===== config.mk =====
export PLATFORM = sky130hd
export DESIGN_NAME = cla_ctrl
export DESIGN_NICKNAME = d
export VERILOG_FILES = /design/src/rtl/core/cla_pkg.sv /design/src/rtl/core/cla_ctrl.sv
export SDC_FILE = /design/constraint.sdc
export NUM_CORES = 1
export LEC_CHECK = 0
export ABC_AREA = 1
export BUFFER_PORTS_ARGS = -buffer_cell sky130_fd_sc_hd__buf_2
export CORE_ASPECT_RATIO = 1.25
export CORE_MARGIN = 1.5
export CORE_UTILIZATION = 50
export DETAILED_ROUTE_END_ITERATION = 7
export GPL_TIMING_DRIVEN = 0
export MAX_ROUTING_LAYER = met4
export PLACE_DENSITY = 0.74
export SLEW_MARGIN = 20
export SYNTH_ARGS = -nofsm -noshare
export SYNTH_HDL_FRONTEND = slang
export SYNTH_SLANG_ARGS = --single-unit

===== constraint.sdc =====
create_clock -name clk -period 3.2 [get_ports clk]
set_input_delay 0.48 -clock clk [delete_from_list [all_inputs] [get_ports clk]]
set_output_delay 0.48 -clock clk [all_outputs]
set_load 0.005 [all_outputs]

===== src/rtl/core/cla_pkg.sv =====
// Package for the command line assembler: transaction structs, opcode, event,
// termination mode and state encodings, and the control byte constants.
// No dependencies.
package cla_pkg;

  // Default size of the line store in bytes.
  localparam int unsigned CLA_LINE_BYTES = 4096;

  // Fixed field widths of the transactions.
  localparam int unsigned BYTE_W = 8;
  localparam int unsigned INDEX_W = 12;
  localparam int unsigned LENGTH_W = 12;

  typedef enum logic [1:0] {
    OP_START = 2'd0,
    OP_BYTE  = 2'd1,
    OP_READ  = 2'd2,
    OP_RSVD  = 2'd3
  } opcode_t;

  typedef enum logic [3:0] {
    EV_ECHO      = 4'd0,
    EV_ERASED    = 4'd1,
    EV_ERASE_IGN = 4'd2,
    EV_OVERFLOW  = 4'd3,
    EV_SENT      = 4'd4,
    EV_BLANK     = 4'd5,
    EV_EXITED    = 4'd6,
    EV_STARTED   = 4'd7,
    EV_BUSY      = 4'd8,
    EV_READ      = 4'd9,
    EV_IGNORE    = 4'd10
  } event_t;

  typedef enum logic [1:0] {
    TM_NUL  = 2'd0,
    TM_CR   = 2'd1,
    TM_LF   = 2'd2,
    TM_CRLF = 2'd3
  } eol_mode_t;

  typedef enum logic [1:0] {
    ST_IDLE,
    ST_EXEC,
    ST_SCAN
  } state_t;

  // Control characters of the terminal stream.
  localparam logic [BYTE_W-1:0] CH_NUL   = 8'h00;
  localparam logic [BYTE_W-1:0] CH_BS    = 8'h08;
  localparam logic [BYTE_W-1:0] CH_LF    = 8'h0A;
  localparam logic [BYTE_W-1:0] CH_CR    = 8'h0D;
  localparam logic [BYTE_W-1:0] CH_DC1   = 8'h11;
  localparam logic [BYTE_W-1:0] CH_CAN   = 8'h18;
  localparam logic [BYTE_W-1:0] CH_SPACE = 8'h20;
  localparam logic [BYTE_W-1:0] CH_QUOTE = 8'h22;
  localparam logic [BYTE_W-1:0] CH_DEL   = 8'h7F;

  typedef struct packed {
    opcode_t              opcode;
    logic [BYTE_W-1:0]    data_byte;
    logic [INDEX_W-1:0]   read_index;
  } in_item_t;

  typedef struct packed {
    event_t               event_res;
    logic [BYTE_W-1:0]    out_byte;
    logic [LENGTH_W-1:0]  length_now;
    logic                 quoted;
  } out_item_t;

endpackage


===== src/rtl/core/cla_ctrl.sv =====
// Sequencer of the command line assembler: session, length and quote state,
// line store accesses, blank line scan and the output register.
// Depends on cla_pkg; drives the port of one cla_ram instance.
module cla_ctrl #(
  parameter int unsigned LINE_BYTES = cla_pkg::CLA_LINE_BYTES
) (
  input  logic                          clk,
  input  logic                          rst,
  input  cla_pkg::eol_mode_t            eol_mode,
  input  logic                          in_valid,
  output logic                          in_ready,
  input  cla_pkg::in_item_t             in_data,
  output logic                          out_valid,
  input  logic                          out_ready,
  output cla_pkg::out_item_t            out_data,
  output logic                          ram_en,
  output logic                          ram_we,
  output logic [$clog2(LINE_BYTES)-1:0] ram_addr,
  output logic [7:0]                    ram_wdata,
  input  logic [7:0]                    ram_rdata
);
  import cla_pkg::*;

  localparam int unsigned AW = $clog2(LINE_BYTES);

  state_t          state, state_next;
  in_item_t        item, item_next;
  logic [AW-1:0]   len, len_next;
  logic            quotes, quotes_next;
  logic            active, active_next;
  logic [7:0]      prev, prev_next;
  logic [AW-1:0]   scan_idx, scan_idx_next;
  logic            scan_pend, scan_pend_next;
  logic [AW-1:0]   send_len, send_len_next;
  out_item_t       res;
  logic            emit;
  logic            can_emit;
  logic            hold;
  logic            mem_en;
  logic            mem_we;
  logic            is_erase;
  logic            is_send;
  logic            is_full;
  logic            in_range;

  assign can_emit = !out_valid || out_ready;
  assign hold     = emit && !can_emit;
  assign ram_en   = mem_en && !hold;
  assign ram_we   = mem_we && !hold;

  // Decode of the byte held in the item register.
  assign is_erase = (item.data_byte == CH_BS) || (item.data_byte == CH_DEL);
  assign is_full  = len >= AW'(LINE_BYTES - 1);
  assign in_range = 32'(item.read_index) < LINE_BYTES;
  assign is_send  = !quotes &&
                    (((item.data_byte == CH_NUL) && (eol_mode == TM_NUL)) ||
                     ((item.data_byte == CH_CR) && (eol_mode == TM_CR)) ||
                     ((item.data_byte == CH_LF) &&
                      ((eol_mode == TM_LF) ||
                       ((eol_mode == TM_CRLF) && (len != '0) &&
                        (ram_rdata == CH_CR)))));

  // Next state, line store port and result of the current step.
  always_comb begin
    state_next     = state;
    item_next      = item;
    len_next       = len;
    quotes_next    = quotes;
    active_next    = active;
    prev_next      = prev;
    scan_idx_next  = scan_idx;
    scan_pend_next = scan_pend;
    send_len_next  = send_len;
    in_ready       = 1'b0;
    emit           = 1'b0;
    mem_en         = 1'b0;
    mem_we         = 1'b0;
    ram_addr       = len - 1'b1;
    ram_wdata      = item.data_byte;
    res            = '{EV_IGNORE, 8'h00, LENGTH_W'(len), quotes};

    unique case (state)
      ST_IDLE: begin
        in_ready = 1'b1;
        if (in_valid) begin
          // Read the last stored byte, or the requested byte for a read.
          item_next  = in_data;
          mem_en     = 1'b1;
          ram_addr   = (in_data.opcode == OP_READ) ? AW'(in_data.read_index) : len - 1'b1;
          state_next = ST_EXEC;
        end
      end

      ST_EXEC: begin
        unique case (item.opcode)
          OP_START: begin
            emit       = 1'b1;
            state_next = ST_IDLE;
            if (active) begin
              res.event_res = EV_BUSY;
            end else begin
              active_next   = 1'b1;
              res.event_res = EV_STARTED;
            end
          end

          OP_BYTE: begin
            if (!active) begin
              emit       = 1'b1;
              state_next = ST_IDLE;
            end else if ((prev == CH_CAN) && (item.data_byte == CH_DC1)) begin
              // Exit pair closes the session and clears the line.
              emit        = 1'b1;
              state_next  = ST_IDLE;
              active_next = 1'b0;
              quotes_next = 1'b0;
              prev_next   = CH_NUL;
              len_next    = '0;
              res         = '{EV_EXITED, 8'h00, '0, 1'b0};
            end else begin
              prev_next = item.data_byte;
              if (is_erase) begin
                emit       = 1'b1;
                state_next = ST_IDLE;
                if (len != '0) begin
                  len_next       = len - 1'b1;
                  res.event_res  = EV_ERASED;
                  res.length_now = LENGTH_W'(len - 1'b1);
                end else begin
                  res.event_res = EV_ERASE_IGN;
                end
              end else if (is_send) begin
                // Terminator: clear the line and scan it for content.
                len_next       = '0;
                quotes_next    = 1'b0;
                send_len_next  = len;
                scan_idx_next  = '0;
                scan_pend_next = 1'b0;
                state_next     = ST_SCAN;
              end else if (is_full) begin
                emit          = 1'b1;
                state_next    = ST_IDLE;
                res.event_res = EV_OVERFLOW;
              end else begin
                // Store and echo the byte.
                emit        = 1'b1;
                state_next  = ST_IDLE;
                mem_en      = 1'b1;
                mem_we      = 1'b1;
                ram_addr    = len;
                len_next    = len + 1'b1;
                quotes_next = quotes ^ (item.data_byte == CH_QUOTE);
                res         = '{EV_ECHO, item.data_byte, LENGTH_W'(len + 1'b1),
                                quotes ^ (item.data_byte == CH_QUOTE)};
              end
            end
          end

          OP_READ: begin
            emit          = 1'b1;
            state_next    = ST_IDLE;
            res.event_res = EV_READ;
            res.out_byte  = in_range ? ram_rdata : 8'h00;
          end

          OP_RSVD: begin
            emit       = 1'b1;
            state_next = ST_IDLE;
          end
        endcase
      end

      ST_SCAN: begin
        // One store read per cycle; data of the previous address is checked.
        if (scan_pend && (ram_rdata > CH_SPACE)) begin
          emit       = 1'b1;
          state_next = ST_IDLE;
          res        = '{EV_SENT, 8'h00, LENGTH_W'(send_len), 1'b0};
        end else if ((scan_pend && (ram_rdata == CH_NUL)) || (scan_idx == send_len)) begin
          emit       = 1'b1;
          state_next = ST_IDLE;
          res        = '{EV_BLANK, 8'h00, '0, 1'b0};
        end else begin
          mem_en         = 1'b1;
          ram_addr       = scan_idx;
          scan_idx_next  = scan_idx + 1'b1;
          scan_pend_next = 1'b1;
        end
      end

      default: begin
        state_next = ST_IDLE;
      end
    endcase
  end

  // Control registers; a step whose result cannot leave yet is held.
  always_ff @(posedge clk) begin
    if (rst) begin
      state     <= ST_IDLE;
      len       <= '0;
      quotes    <= 1'b0;
      active    <= 1'b0;
      prev      <= CH_NUL;
      scan_pend <= 1'b0;
    end else if (!hold) begin
      state     <= state_next;
      len       <= len_next;
      quotes    <= quotes_next;
      active    <= active_next;
      prev      <= prev_next;
      scan_pend <= scan_pend_next;
    end
  end

  // Item and scan payload registers.
  always_ff @(posedge clk) begin
    if (!hold) begin
      item     <= item_next;
      scan_idx <= scan_idx_next;
      send_len <= send_len_next;
    end
  end

  // Output register.
  always_ff @(posedge clk) begin
    if (rst) begin
      out_valid <= 1'b0;
    end else if (emit && can_emit) begin
      out_valid <= 1'b1;
    end else if (out_ready) begin
      out_valid <= 1'b0;
    end
  end

  always_ff @(posedge clk) begin
    if (emit && can_emit) begin
      out_data <= res;
    end
  end

endmodule


# --- After elaboration in Yosys (flattened, before gate mapping) ---
# Index checks and enable logic that the tools add are counted.
word_totals:
  register_bits: 85
  latch_bits: 0
  ram_bits: 0
  mem_bits_ro: 0
  inputBits: 36
  out_inout_bits: 49
  elab_cells: 183
  n_memories: 0
op_classes:
  add_sub_neg: 3
  multipliers: 0
  div_mod_pow: 0
  order_cmp: 2
  eq_ne: 30
  shift: 0
  mux: 88
  bitwise: 4
  n_reduce_logical: 41
ops:
  columns: ["operator", "count"]
  rows:
  - ["12-bit 2-to-1 mux", 23]
  - ["25-bit 2-to-1 mux", 5]
  - ["25-bit case mux with 2 select lines", 1]
  - ["12-bit case mux with 3 select lines", 1]
  - ["1-bit 2-to-1 mux", 33]
  - ["8-bit by 4-bit == test with 1-bit output, second input constant", 4]
  - ["12-bit by 1-bit adder with 12-bit output, second input constant", 2]
  - ["12-bit case mux with 2 select lines", 1]
  - ["21-bit 2-to-1 mux", 1]
  - ["2-bit 2-to-1 mux", 9]
  - ["8-bit by 5-bit == test with 1-bit output, second input constant", 2]
  - ["8-bit zero test", 2]
  - ["8-bit 2-to-1 mux", 2]
  - ["2-bit != test, second input constant", 8]
  - ["8-bit case mux with 2 select lines", 1]
  - ["1-bit logical AND", 13]
  - ["13-bit 2-to-1 mux", 1]
  - ["12-bit == test", 1]
  - ["2-bit == test, second input constant", 6]
  - ["12-bit >= comparator, second input constant", 1]
  - ["4-bit case mux with 3 select lines", 1]
  - ["12-bit nonzero test", 1]
  - ["12-bit by 1-bit subtractor with 12-bit output, second input constant", 1]
  - ["3-bit AND reduction", 3]
  - ["other kinds (25)", 45]

# --- Longest topological paths before layout ---
# Gate-level depths: netlist (run 1).
logic_depth:
  ltp_word: 16
  ltp_mapped: 19
  ltp_nobuf: 17

# --- Least setup slack after synthesis (run 1) ---
# OpenSTA, ideal clock, no wires.
synth_path:
  kind: "reg-to-reg"
  startpoint: "register len[0]"
  endpoint: "register out_data[0] in the netlist's numbering (enable)"
  setup_ns: 0.407
  t_arrival_ns: 2.726
  t_required_ns: 2.793
  setup_slack_ns: 0.067
  stages_incl_launch_ff: 16
  path_buffers: 1
  period_less_slack_ns: 3.133
  path_cell_list: "dfxtp_1 inv_1 buf_2 ha_1 nand2_2 nor2_4 nand2_4 nand2_1 nand2_1 nand2_2 nand2_4 nand3_1 nand2_2 nand2_4 inv_1 nor2_1"
synth_between:
  elab_chain_len: 14
synth_lines:
  columns: ["item", "line", "source"]
  rows:
  - ["from (decl)", "cla_ctrl.sv:28", "logic [AW-1:0] len, len_next;"]
  - ["from (signal assigned)", "cla_ctrl.sv:208", "len <= len_next;"]
  - ["12-bit nonzero test", "cla_ctrl.sv:60", "((eol_mode == TM_CRLF) && (len != '0) &&"]
  - ["1-bit logical AND (2 in a row)", "cla_ctrl.sv:60", null]
  - ["1-bit logical OR", "cla_ctrl.sv:59", "((eol_mode == TM_LF) ||"]
  - ["1-bit logical AND", "cla_ctrl.sv:58", "((item.data_byte == CH_LF) &&"]
  - ["1-bit logical OR", "cla_ctrl.sv:57", "((item.data_byte == CH_CR) && (eol_mode == TM_CR)) ||"]
  - ["1-bit logical AND", "cla_ctrl.sv:55", "assign is_send = !quotes &&"]
  - ["1-bit 2-to-1 mux", "cla_ctrl.sv:132", "end else if (is_send) begin"]
  - ["1-bit 2-to-1 mux", "cla_ctrl.sv:122", "if (is_erase) begin"]
  - ["1-bit 2-to-1 mux", "cla_ctrl.sv:111", "end else if ((prev == CH_CAN) && (item.data_byte == CH_DC1)) begin"]
  - ["1-bit 2-to-1 mux", "cla_ctrl.sv:108", "if (!active) begin"]
  - ["1-bit case mux with 2 select lines", "cla_ctrl.sv:95", "unique case (item.opcode)"]
  - ["1-bit case mux with 2 select lines", "cla_ctrl.sv:82", "unique case (state)"]
  - ["1-bit logical AND", "cla_ctrl.sv:237", "if (emit && can_emit) begin"]
  - ["to (signal assigned)", "cla_ctrl.sv:238", "out_data <= res;"]
  - ["to (decl)", "cla_ctrl.sv:15", "output cla_pkg::out_item_t out_data,"]
# Every way passes these cells.
# A chain may end at the register's enable or synchronous reset.

# --- Final worst setup path (run 1) ---
layout_path:
  startpoint: "register len[0]"
  endpoint: "output ram_addr[10]"
layout_between:
  elab_chain_len: 13
  word_cells_on_any_way: 20
  classes_between: "add/sub (1); order compare (1); mux (11); reduce/logical (7)"
layout_lines:
  columns: ["item", "line", "source"]
  rows:
  - ["branches (longest 12 deep; another with 12-bit by 1-bit subtractor with 12-bit output)", null, null]
  - ["12-bit case mux with 3 select lines *", "cla_ctrl.sv:82", null]
  - ["to (decl)", "cla_ctrl.sv:18", "output logic [$clog2(LINE_BYTES)-1:0] ram_addr,"]
# Mark *: on every way between the ends.

==> impl_metrics.csv, run 1 <==
group,metric,value,unit
status,status,"finished clean",
placement,dp_hpwl,17000,µm
clock_tree,cts_sinks,85,
flow_run,drv_cap,0,
route,ant_nets,0,
timing,hold_ws,307,ps
route,drtIter0Drc,589,
timing,fin_worst_skew,12.1,ps
global_route,grt_pass1_wl,33300,µm
floorplan,io_pins,85,
synth,ys_seq_area_frac,0.362,
setup_path,critPathCapture,"ram_addr[10]",
min_path,hold_path_class,"input pin to register",
power,power,2.68,mW
global_route,grt_pass1_vias,6235,
synth,syn_avg_cell_area,7.16,µm²
route,routedWlPerCell,19.2,µm
route,top_layer,"met4",
placement,post_dp_cell_area,6990,µm²
power,max-vdd-ir-drop,0.000241,V
layout,drive_gt1_frac,0.210,
setup_path,end_kind,"output pin",
timing,fmax,0.323,GHz
setup_path,r2r_start,"ram_wdata[1]",
route,route.met2.wl,11300,µm
layout,stdcell_area,7500,µm²
floorplan,die_h,129,µm
setup_path,reg2reg_depth,12,
setup_path,startpoint_type,"register",
timing,relSlewSlack,0.424,
synth,async_flop_share,0,
clock_tree,cts_made_buffers,9,
synth,ys_warn_count,0,
timing,tightest_slew,861,ps
synth,synth.most_common_cell,"nand2_1",
timing,rsz0062_at_grt,"yes",
placement,portBuffers,84,
route,drc,0,
clock_tree,cts_root_buf,"clkbuf_16",
clock_tree,cts.clk_slew.worst_paths,70,ps
synth,synth.distinct_cells,48,
setup_path,cp_max_fo,10,
layout,nNetsFinal,1041,
floorplan,start_util,0.516,
clock_tree,htreeDepth,3,
power,p_leak,3.38,nW
synth,synthFlopType,"edfxtp_1",
route,dr_wl_met3,1470,µm
placement,dp.cells,1134,
setup_path,cp.required,2720,ps
synth,synthTopCellsByCount,"nand2_1, inv_1, nor2_1",
placement,gp_congestion,0.995,
placement,pre_cts_ws,-418,ps
timing,period_minus_slack,3100,ps
floorplan,rows,45,
layout,layout.cells.non_filler,1162,
setup_path,r2r_end,"send_len[2]",
route,num_vias,6733,
route,first_pass_iters,5,
synth,synth_cells,885,
clock_tree,clockBufferDepth,2,
synth,synth_seq_cells,85,
floorplan,fp.coreArea,12300,µm²
synth,yosysTopAreaCellShare,0.280,
synth,ys_top_cells_by_area,"edfxtp_1, nand2_1, dfxtp_1",
timing,fin_ws,103,ps
floorplan,dieArea,13400,µm²
synth,synth_edf_count,59,
clock_tree,cts_tree,"done",
floorplan,die_x,104,µm
setup_path,rrSetupSlack,310,ps
synth,synth_fp_nets,933,
layout,areaGrowthSynthToFinish,18.4,%
setup_path,startpoint,"len[0]",
synth,netlist.top_cell.by_area,"edfxtp_1",
timing,min_period_over_period,0.968,
timing,hold_violations,0,
global_route,grt_max_degree,25,
route,viasPerCell,5.79,
timing,setup_viol,0,
route,wl,22300,µm
global_route,grt_overflow,0,
power,power_density,358,nW/µm²
global_route,grt_use_total,0.342,
timing,slew_viol_final,0,
layout,diodes,0,
clock_tree,clock_latency,350,ps
setup_path,crit_type,"register to output pin",
setup_path,cp_data_arrival_time,2620,ps
synth,netlist_area,6330,µm²
global_route,antenna_found_initial,0,
route,m1WireLength,8360,µm
where the power goes:
group,switching [mW],total [mW],internal [mW]
Sequential,0.0269,1.22,1.20
Clock,0.446,1.04,0.597
Combinational,0.258,0.416,0.158
sequential cells by signal (all words and copies together), names as in the netlist, 2 cells and up:
register and flops:
item 2, len 12, ram_wdata 8, state 2
out_data 25, prev 8, send_len 12, scan_idx 12
how the worst min path moves through the flow:
stage	start	slack [ps]	end	cells past startpoint
floorplan	len[3]	400	send_len[3]	0
global placement	len[9]	400	send_len[9]	0
detailed placement	len[5]	410	send_len[5]	0
CTS	in_data[17]	310	ram_wdata[5]	1
global route	in_data[19]	310	ram_wdata[7]	1
finish	in_data[19]	310	ram_wdata[7]	1
cells in the final DEF, fill, tap and decap left out, types with 5 or more instances in the layout:
cell type	netlist	routed
nand2_1	202	200
buf_2	13	95
inv_1	96	93
nor2_1	95	87
nand3_1	77	75
edfxtp_1	59	59
o21ai_0	50	49
a21oi_1	50	49
nand4_1	27	27
buf_4	12	25
dfxtp_1	26	22
xor2_1	15	15
nor3_1	14	14
clkbuf_1	14	14
o21ai_1	12	12
a22oi_1	12	11
nor2_2	4	10
o22ai_1	10	10
ha_1	12	10
clkbuf_16	0	10
nand2_2	8	9
inv_2	8	7
o211ai_1	7	7
a31oi_1	6	6
a211oi_1	6	6
buf_6	4	5
nor2_4	3	5
xnor2_1	5	5
cell type report:
type / instances / area [µm²]
Inverter: 108 / 430
Clock inverter: 4 / 28.8
Buffer: 44 / 267
Tap cell: 164 / 205
Timing Repair Buffer: 98 / 538
Sequential cell: 85 / 2300
Clock buffer: 12 / 268
Fill cell: 1224 / 4770
Multi-Input combinational cell: 647 / 3470
critical path, cell delays in order, from the launching register on:
cell	delay, ps
dfxtp_4	380
inv_2	80
buf_6	110
ha_4	150
nand2_2	100
nor2_4	140
nand2_4	80
nand2_1	70
nand2_1	60
nand2_2	70
nand2_4	70
nand2_8	100
nand2_8	80
inv_6	90
nand2_2	60
buf_6	140
nand2_1	60
o211ai_1	100
a21oi_1	200
buf_2	140
metal layers:
metal / up-vias / global-route usage
li1: 3186 / -
met1: 3128 / 0.375
met2: 329 / 0.615
met3: 90 / 0.0324
met4: 0 / 0.189
met5: - / -
stage by stage:
step                 util  setup TNS [ps]
floorplan               -               0
global placement    0.567          -35710
global route        0.611           -76.4
finish              0.611               0
CTS                 0.597               0
detailed placement  0.570           -7190
logic make-up after synthesis:
kind of cell | count (synthesis) | share of synthesized area
XOR/XNOR | 20 | 0.0277
flip-flops | 85 | 0.362
buffers and inverters | 153 | 0.106
AO/OA/AOI/OAI | 165 | 0.149
adder cells (fa/ha/maj) | 12 | 0.0237
AND/OR/NAND/NOR | 450 | 0.332
what timing repair did:
item,4_1_cts,5_1_grt
pin swaps,1,3
hold endpoints to repair,0,0
hold buffers,0,0
gates resized for setup,14,28
gates cloned,0,0
setup buffers,1,12
setup endpoints to repair,49,14
No activity file was read; power rests on OpenSTA's default activity.
==> run 2: changes to the inputs <==
--- a/config.mk
+++ b/config.mk
@@ -9,11 +9,10 @@
 export BUFFER_PORTS_ARGS = -buffer_cell sky130_fd_sc_hd__buf_2
 export CORE_ASPECT_RATIO = 1.25
 export CORE_MARGIN = 1.5
-export CORE_UTILIZATION = 50
+export CORE_UTILIZATION = 35
 export DETAILED_ROUTE_END_ITERATION = 7
 export GPL_TIMING_DRIVEN = 0
 export MAX_ROUTING_LAYER = met4
-export PLACE_DENSITY = 0.74
 export SLEW_MARGIN = 20
 export SYNTH_ARGS = -nofsm -noshare
 export SYNTH_HDL_FRONTEND = slang
==> run 2 against run 1 <==
Against the previous run:
- clock skew shrank 7.5 ps
- clock power increased by 9.6%
- global-route usage fell by 8.8 points
- combinational power is 1% higher
- first-iteration DRC count is 7.8% lower
- cell count rose by 5.1%
- sequential power barely moved
- fmax is 0.53% higher
- sequential share of layout area shrank 0.35 points
- via count fell by 1.6%
- power grew 3.7%
- count of clock-buffer cells in the layout decreased by 1
- largest cell class unchanged
- highest routed layer unchanged
==> impl_metrics.csv, run 2 (synthesis gave the netlist of run 1 again) <==
group,metric,value,unit
route,first_pass_iters,6,
setup_path,max_stage_delay,380,ps
floorplan,start_util,0.361,
layout,final_cell_mix,"nand2_1, buf_2, inv_1",
placement,portBuffers,84,
layout,drive_gt1_frac,0.203,
timing,hold_ws,298,ps
setup_path,path_buf_inv,5,
layout,fillers,1892,
floorplan,die_x,123,µm
setup_path,startpoint_type,"register",
setup_path,crit_chain,"inv_2 > buf_6 > ha_4 > nand2_4 > nor2_4 > nand2_4 > nand2_1 > nand2_1 > nand2_2 > nand2_4 > nand2_8 > nand2_4 > inv_6 > nand2_2 > buf_6 > nand2_1 > o211ai_1 > a21oi_1 > buf_2",
global_route,grt_pass1_wl,35000,µm
global_route,antenna_found_initial,0,
layout,nNetsFinal,1040,
timing,period_minus_slack,3080,ps
clock_tree,cts_tree,"done",
global_route,grt_overflow,0,
global_route,grt_max_degree,15,
clock_tree,cts.clk_slew.worst_paths,60,ps
placement,dp_hpwl,17700,µm
clock_tree,cts_made_buffers,9,
setup_path,cpLargestDelayFamily,"simple AND/OR/NAND/NOR gates",
timing,fmax,0.325,GHz
route,routedWlPerCell,18.9,µm
status,status,"finished clean",
power,power_density,367,nW/µm²
floorplan,dieArea,18900,µm²
route,drc,0,
setup_path,cp_max_fo,10,
route,num_vias,6622,
route,ant_nets,0,
power,power,2.78,mW
min_path,hold_path_class,"input pin to register",
clock_tree,clock_latency,350,ps
clock_tree,cts_root_buf,"clkbuf_16",
timing,hold_violations,0,
clock_tree,htreeDepth,3,
layout,areaGrowthSynthToFinish,19.6,%
timing,setup_viol,0,
setup_path,cp.required,2720,ps
timing,slew_viol_final,0,
route,wl,23000,µm
floorplan,die_h,153,µm
placement,gp_congestion,0.988,
layout,utilization,0.431,
global_route,grt_pass1_vias,6253,
layout,diodes,0,
layout,largest_reg_flops,25,
route,drtIter0Drc,543,
clock_tree,clockBufferDepth,2,
setup_path,cpMaxStageDelayCell,"dfxtp_4",
layout,final_common_cell,"nand2_1",
route,viasPerCell,5.42,
power,p_leak,3.39,nW
floorplan,io_pins,85,
layout,largest_register,"out_data",
setup_path,cp_data_arrival_time,2600,ps
setup_path,crit_top_cell,"nand2_4",
timing,tightest_slew,943,ps
floorplan,fp.coreArea,17600,µm²
timing,relSlewSlack,0.369,
global_route,grt_use_total,0.254,
setup_path,end_kind,"output pin",
timing,fin_worst_skew,4.57,ps
timing,min_period_over_period,0.963,
setup_path,crit_type,"register to output pin",
clock_tree,cts_sinks,85,
power,max-vdd-ir-drop,0.000213,V
flow_run,drv_cap,0,
floorplan,rows,54,
run 2: stage by stage:
step	worst slack [ps]	TNS [ps]	instance area, µm²	cells
floorplan	67.1	0	6330	885
global placement	-1180	-46190	7040	1193
detailed placement	-280	-8350	7080	1194
CTS	3.10	0	7440	1211
global route	-9.04	-9.04	7580	1221
finish	119	0	7580	1221
run 2: timing repair:
action,CTS,global route
endpoints found under the setup margin,49,14
pin swaps,3,4
endpoints found under the hold margin,0,0
setup buffers,1,11
hold buffers,0,0
resized for setup,16,18
run 2: worst register-to-register path, delay by kind of cell (launching register included):
kind,cells,cell delay [ps]
simple gates,10,1970
flops,1,470
buf+inv,1,180
run 2: worst paths after layout:
path	start	endpoint	slack (ps)	cells after the start
setup / recovery	len[0]	ram_addr[10]	120	19
hold / removal	in_data[16]	ram_wdata[4]	300	1
setup reg to reg	send_len[8]	send_len[6]	210	11
hold reg to reg	len[9]	send_len[9]	420	0
run 2: final cells by class:
type                    instances  area, µm²  share of cell area
plain buffers                  44        264              0.0348
clock buffers                  11        243              0.0320
clock inverters                 5       73.8             0.00974
inverters                     108        420              0.0555
multi-input cells             647       3460               0.457
flip-flops and latches         85       2300               0.303
well taps                     224        280              0.0370
repair buffers                 97        538              0.0710
run 2: report_power, final:
group          switching (mW)  leakage [nW]  total (mW)  internal [mW]
logic                   0.261          2.45       0.421          0.159
clock network           0.435         0.157        1.14          0.700
registers              0.0279         0.780        1.23           1.20
run 2: layer usage:
metal  vias up  track usage  part of all wire  wire length [µm]
met5         -            -                 0                 0
met2       283        0.430              0.50             11600
met1      3101        0.293              0.39              9070
met3        61       0.0269             0.056              1280
met4         0        0.133             0.047              1070
li1       3177            -                 -                 -
